**src/rtl/sem_pkg.sv**
```systemverilog
// ----------------------------------------------------------------------------
// sem_pkg: shared types and constants of the Sobel edge magnitude unit
// Datapath widths, register map and the controller-to-datapath command bundle.
// ----------------------------------------------------------------------------
package sem_pkg;

  localparam int MaxLinePixelsDefault = 1024;

  // fixed field widths
  localparam int WidthRegW  = 11;
  localparam int HeightRegW = 13;
  localparam int RowW       = 14;   // row counter reaches height+1
  localparam int PixW       = 24;
  localparam int GradW      = 12;   // signed, |g| <= 1020
  localparam int SumW       = 21;   // gx^2 + gy^2 <= 2080800
  localparam int AccW       = 22;
  localparam int RootSteps  = 11;   // two bits of the sum per step
  localparam int CntW       = 4;

  localparam logic [WidthRegW-1:0]  WidthReset  = 11'd640;
  localparam logic [HeightRegW-1:0] HeightReset = 13'd480;

  // register map, index taken from paddr[2]
  typedef enum logic {
    REG_WIDTH  = 1'b0,
    REG_HEIGHT = 1'b1
  } sem_reg_e;

  // per-item command bundle to the datapath
  typedef struct packed {
    logic load;       // item accepted: latch pixel, read line stores
    logic rd;         // line store data valid: build column, first shift
    logic top_en;
    logic mid_en;
    logic bot_en;
    logic zshift;     // first column of a row: shift in zeros first
    logic dshift;     // first column without a result: both shifts at once
    logic last;       // result closes the frame
    logic calc;       // latch gradients, second shift or window clear
    logic sq;         // squares and root init
    logic root_step;
    logic fin;        // round, clamp, load output register
    logic restart;    // clear the window
  } sem_cmd_t;

endpackage

```
**src/rtl/sem_ctrl.sv**
```systemverilog
// ----------------------------------------------------------------------------
// sem_ctrl: sequencing controller
// Holds the frame position and registers, and steps each item through
// line store read, window update, gradient, squares, root and output.
// ----------------------------------------------------------------------------
module sem_ctrl
  import sem_pkg::*;
#(
  parameter int MAX_LINE_PIXELS = MaxLinePixelsDefault,
  parameter int AW = $clog2(MAX_LINE_PIXELS)
) (
  input  logic                  clk_i,
  input  logic                  rst_ni,
  input  logic                  in_valid_i,
  output logic                  in_ready_o,
  output logic                  out_valid_o,
  input  logic                  out_ready_i,
  input  logic                  cfg_we_i,
  input  sem_reg_e              cfg_idx_i,
  input  logic [31:0]           cfg_data_i,
  output logic [WidthRegW-1:0]  width_o,
  output logic [HeightRegW-1:0] height_o,
  output logic [AW-1:0]         addr_o,
  output sem_cmd_t              cmd_o
);

  localparam int CW = $clog2(MAX_LINE_PIXELS + 1);

  typedef enum logic [6:0] {
    S_IDLE = 7'b0000001,
    S_RD   = 7'b0000010,
    S_CALC = 7'b0000100,
    S_SQ   = 7'b0001000,
    S_ROOT = 7'b0010000,
    S_FIN  = 7'b0100000,
    S_OUT  = 7'b1000000
  } sem_state_e;

  sem_state_e state_q, state_d;
  logic [WidthRegW-1:0]  width_q;
  logic [HeightRegW-1:0] height_q;
  logic [AW-1:0]   col_q;
  logic [RowW-1:0] row_q;
  logic [CntW-1:0] cnt_q;
  logic top_q, mid_q, bot_q, zs_q, emit_q, last_q;

  logic [CW-1:0]         eff_w;
  logic [HeightRegW-1:0] eff_h;
  logic [AW-1:0]         c_use;
  logic [CW-1:0]         c_next;
  logic                  accept, cz, emit_d, last_d;

  // effective sizes
  always_comb begin
    if (width_q == '0) begin
      eff_w = CW'(1);
    end else if (32'(width_q) > 32'(MAX_LINE_PIXELS)) begin
      eff_w = CW'(MAX_LINE_PIXELS);
    end else begin
      eff_w = CW'(width_q);
    end
    eff_h = (height_q == '0) ? HeightRegW'(1) : height_q;
  end

  assign accept = in_valid_i && in_ready_o;
  assign c_use  = (CW'(col_q) >= eff_w) ? '0 : col_q;
  assign c_next = CW'(c_use) + CW'(1);
  assign cz     = (c_use == '0);
  assign emit_d = cz ? (row_q >= RowW'(2)) : (row_q >= RowW'(1));
  assign last_d = cz && (row_q == (RowW'(eff_h) + RowW'(1)));
  assign addr_o = c_use;

  // next state
  always_comb begin
    state_d = state_q;
    case (state_q)
      S_IDLE: if (accept) state_d = S_RD;
      S_RD:   state_d = emit_q ? S_CALC : S_IDLE;
      S_CALC: state_d = S_SQ;
      S_SQ:   state_d = S_ROOT;
      S_ROOT: if (cnt_q == CntW'(RootSteps - 1)) state_d = S_FIN;
      S_FIN:  state_d = S_OUT;
      S_OUT:  if (out_ready_i) state_d = S_IDLE;
      default: state_d = S_IDLE;
    endcase
  end

  // state, positions, registers
  always_ff @(posedge clk_i or negedge rst_ni) begin
    if (!rst_ni) begin
      state_q  <= S_IDLE;
      width_q  <= WidthReset;
      height_q <= HeightReset;
      col_q    <= '0;
      row_q    <= '0;
      cnt_q    <= '0;
      top_q    <= 1'b0;
      mid_q    <= 1'b0;
      bot_q    <= 1'b0;
      zs_q     <= 1'b0;
      emit_q   <= 1'b0;
      last_q   <= 1'b0;
    end else begin
      state_q <= state_d;
      if (state_q == S_ROOT) begin
        cnt_q <= cnt_q + CntW'(1);
      end else begin
        cnt_q <= '0;
      end
      if (cfg_we_i) begin
        case (cfg_idx_i)
          REG_WIDTH:  width_q  <= cfg_data_i[WidthRegW-1:0];
          REG_HEIGHT: height_q <= cfg_data_i[HeightRegW-1:0];
          default: ;
        endcase
        col_q <= '0;
        row_q <= '0;
      end else if (accept) begin
        top_q  <= (row_q >= RowW'(2));
        mid_q  <= (row_q >= RowW'(1));
        bot_q  <= (row_q < RowW'(eff_h));
        zs_q   <= cz;
        emit_q <= emit_d;
        last_q <= last_d;
        if (last_d) begin
          col_q <= '0;
          row_q <= '0;
        end else if (c_next >= eff_w) begin
          col_q <= '0;
          row_q <= row_q + RowW'(1);
        end else begin
          col_q <= c_next[AW-1:0];
        end
      end
    end
  end

  // commands
  always_comb begin
    cmd_o           = '0;
    cmd_o.load      = accept;
    cmd_o.rd        = (state_q == S_RD);
    cmd_o.top_en    = top_q;
    cmd_o.mid_en    = mid_q;
    cmd_o.bot_en    = bot_q;
    cmd_o.zshift    = zs_q;
    cmd_o.dshift    = zs_q && !emit_q;
    cmd_o.last      = last_q;
    cmd_o.calc      = (state_q == S_CALC);
    cmd_o.sq        = (state_q == S_SQ);
    cmd_o.root_step = (state_q == S_ROOT);
    cmd_o.fin       = (state_q == S_FIN);
    cmd_o.restart   = cfg_we_i;
  end

  assign in_ready_o  = (state_q == S_IDLE);
  assign out_valid_o = (state_q == S_OUT);
  assign width_o     = width_q;
  assign height_o    = height_q;

`ifndef ASSERT_OFF
  a_no_overlap: assert property (@(posedge clk_i) disable iff (!rst_ni)
    !(in_ready_o && out_valid_o))
    else $error("input and output sides active together");
  a_root_count: assert property (@(posedge clk_i) disable iff (!rst_ni)
    (state_q == S_ROOT) |-> (cnt_q < CntW'(RootSteps)))
    else $error("root step count overrun");
  a_out_hold: assert property (@(posedge clk_i) disable iff (!rst_ni)
    (out_valid_o && !out_ready_i) |=> out_valid_o)
    else $error("result dropped before taken");
  a_fin_to_out: assert property (@(posedge clk_i) disable iff (!rst_ni)
    (state_q == S_FIN) |=> out_valid_o)
    else $error("finished result not presented");
`endif

endmodule

```
**config.mk**
```make
export PLATFORM = sky130hd
export DESIGN_NAME = sem_ctrl
export DESIGN_NICKNAME = d
export VERILOG_FILES = /design/src/rtl/sem_pkg.sv /design/src/rtl/sem_ctrl.sv
export SDC_FILE = /design/constraint.sdc
export NUM_CORES = 1
export LEC_CHECK = 0
export ABC_AREA = 1
export BUFFER_PORTS_ARGS = -buffer_cell sky130_fd_sc_hd__buf_2
export CAP_MARGIN = 10
export CORE_MARGIN = 2
export CORE_UTILIZATION = 45
export DETAILED_ROUTE_END_ITERATION = 16
export GPL_TIMING_DRIVEN = 0
export PLACE_DENSITY = 0.69
export SETUP_SLACK_MARGIN = 0.4
export SKIP_LAST_GASP = 1
export SYNTH_ARGS = -nofsm -noshare
export SYNTH_HDL_FRONTEND = slang
export SYNTH_SLANG_ARGS = --single-unit
```
**constraint.sdc**
```tcl
create_clock -name clk_i -period 5.7 [get_ports clk_i]
set_input_delay 0.285 -clock clk_i [delete_from_list [all_inputs] [get_ports clk_i]]
set_output_delay 0.285 -clock clk_i [all_outputs]
set_load 0.01 [all_outputs]
```
==> impl_results.md <==
* DRT iter0 DRCs at between 200 and 250
* Synth Warn # at 0
* Vert. Die Dim at 109 um
* Family with the most delay on the worst path: simple AND/OR/NAND/NOR gates
* Global-route wire length before repair at between 20000 and 25000 um
* Die area at roughly 0.012 mm2
* # DRC at 0
* Relative slew slack at 0.434
* Top Ports at 87
* Static leakage at 0.00318 uW
* Number of inserted diodes at 0
* Sequential-to-total area share from yosys stat at 0.332
* Critical path arrival at about 5000 ps
* Final Hold Fails at 0
* Synth Register Bits at 65
* CTS clk-pin slew, worst paths at 70 ps
* Filler-free cell count of the finished design at 931
* Post-synthesis cell type count at 38
* Mapped Nets at between 700 and 800
* Top cell type's share of synthesized area at 0.295
* Post-Place Cell Area at around 0.0054 mm2
* Htree depth at 3
* Syn Area/Cell at 6.95 um2
* Fin crit share at 0.847
* Layout overhead on the synthesized area at 15.0%
* WS Path Type: register to register
* Vias in the first global route at 4534
* F_max at between 200 and 250 MHz
* Largest net degree at the start of global routing at 66
* Crit path time final at 4830 ps
* Final setup viols at 0
* IO buf count at 67
* Vias per cell at 5.20
* Multi-input logic area at 0.00275 mm2
* Power per cell area at about 260 mW/mm2
* Worst-Skew Late Latency at between 300 and 400 ps
* Cell taking the most area after synthesis: dfrtp_1
* Slowest cell delay on critical path at 430 ps
* Final Instance Area at 0.00566 mm2
* Wire length per cell at 13.8 um
* Placed cells at 915
* Crit. End Element: register
* Total congestion overflow at 0
* Tightest Pin Transition at roughly 850 ps
* Die W at between 100 and 150 um
* First-pass DRT Iterations at 4
* Startpoint types: register
* CTS tree: built
* Filler Cell Count at 1085
* Synth top area cells: dfrtp_1 (29%), nand2_1 (15%), ha_1 (11%), inv_1 (8.8%), nor2_1 (5.3%)
* Max-slew violations at 0
* CTS Buf Count at 9
* HP Class: input port to asynchronous set/reset pin
* RePlAce Congestion at between 0.9 and 1
* Crit path top cell by count: nand2_1
* Detailed placer's ending HPWL at 10000 um
* Worst path required time at slightly below 6000 ps
* Register area at around 0.0016 mm2
* Synth Instances at a little over 700
* Clock sinks at 65
* Maximum vdd ir drop at around 0.14 mV
* Hold Buf Count CTS at 0
* Total Wirelength at around 13000 um
* Outcome: finished clean
* CP Buf/Inv Count at 6
* Via count at approximately 4800
* TNS Setup at 0 ps
* Root Buffer: clkbuf_8
* Clk buf depth at 2
* GRT Util Overall at 0.230
* Syn Std Cell Area at between 0.004 and 0.005 mm2
* Rows at 38
* Initial Util at 0.458
* Nets at ~870
* Slowest CP cell: dfrtp_1
* Layout cells sized above 1 at 0.144
* Initial antenna violation count at 0
* RSZ-0062 raised after global routing: no
* Crit Path Max Fanout at 10
* Setup Skew at about 16 ps
* Max-cap violations at 0
* Remaining antenna violation count at 0
* CORE AREA at between 0.01 and 0.015 mm2
kinds of logic after synthesis:
logic type	Yosys count	share of synthesized area
buf+inv	139	0.113
simple gates	375	0.336
flops	65	0.332
fa+ha+maj	43	0.109
compound gates	67	0.0755
xor+xnor	19	0.0338
sequential cells by signal (all words and copies together) (netlist names), 4 cells and up:
signal / count
height_o: 13
width_o: 11
state_q: 7
cnt_q: 4
col_q: 10
row_q: 14
synthesized netlist by cell type, drive strengths merged:
master	count
a211oi	1
a21boi	1
a21oi	16
a31oi	2
and3	1
buf	10
clkbuf	11
clkinv	2
dfrtp	58
dfstp	7
ha	43
inv	116
nand2	203
nand3	37
nand3b	3
nand4	41
nor2	72
nor3	7
nor4	9
o2111ai	1
o211ai	2
o21a	1
o21ai	38
o22ai	1
o31ai	2
o41ai	2
or2	1
or4	1
xnor2	4
xor2	15
worst reg2reg max path: cells and delay by family, from the launching register on:
family	cells	cell delay, ps
buf+inv	6	790
fa+ha+maj	3	870
simple gates	14	1860
xor+xnor	1	140
flops	1	430
compound gates	4	620
layer usage:
layer  global-route usage  vias up  wire length [um]
met4               0.0733        0               211
met1                0.304     2247              6110
li1                     -     2443                 -
met3               0.0368       22               661
met5                    0        -                 0
met2                0.383      129              5890
cell type report:
cell class	count	area share
Buffer	21	0.0210
Clock buffer	14	0.0287
Clock inverter	2	0.00663
Inverter	118	0.0783
Multi-Input combinational cell	504	0.486
Sequential cell	65	0.289
Tap cell	140	0.0310
Timing Repair Buffer	67	0.0597
cell usage in the layout (no fill, tap or decap), types with 15 or more instances in the layout:
cell type / netlist / routed
o21ai_0: 38 / 38
inv_1: 115 / 115
nand2_1: 202 / 201
ha_1: 43 / 43
dfrtp_1: 58 / 58
a21oi_1: 16 / 16
nor2_1: 69 / 67
buf_2: 1 / 67
xor2_1: 15 / 15
nand4_1: 40 / 40
nand3_1: 35 / 35
through the flow:
stage	total power [uW]	hold slack (ps)	setup slack (ps)	utilization
after detailed placement	1080	451	377	0.506
after floorplan	907	-10.6	1150	-
after global placement	1060	471	483	0.505
after CTS	1490	72.6	518	0.524
final	1490	36.2	871	0.527
after global routing	1590	105	431	0.527
report_power, final:
| part | switching (uW) | internal, uW | leakage (uW) |
|---|---|---|---|
| clock network | 179 | 227 | 0.0000969 |
| logic | 323 | 188 | 0.00224 |
| registers | 53.5 | 518 | 0.000843 |
what timing repair did:
item                                   in CTS  in global routing
endpoints found under the hold margin       0                  0
gates resized for setup                     1                  9
setup buffers                               0                  0
setup endpoints to repair                  10                 14
path summary, 6_finish.rpt:
path | cells after the start | startpoint | slack, ps | to
max | 28 | width_o[3] | 870 | row_q[8]
min | 1 | rst_ni | 40 | col_q[9]
max reg2reg | 28 | width_o[3] | 870 | row_q[8]
min reg2reg | 2 | last_q | 490 | last_q
max in group asynchronous | 1 | rst_ni | 5110 | row_q[8]
min in group clk_i | 3 | cfg_data_i[5] | 180 | height_o[5]
Power figures use the tool's default switching activity.
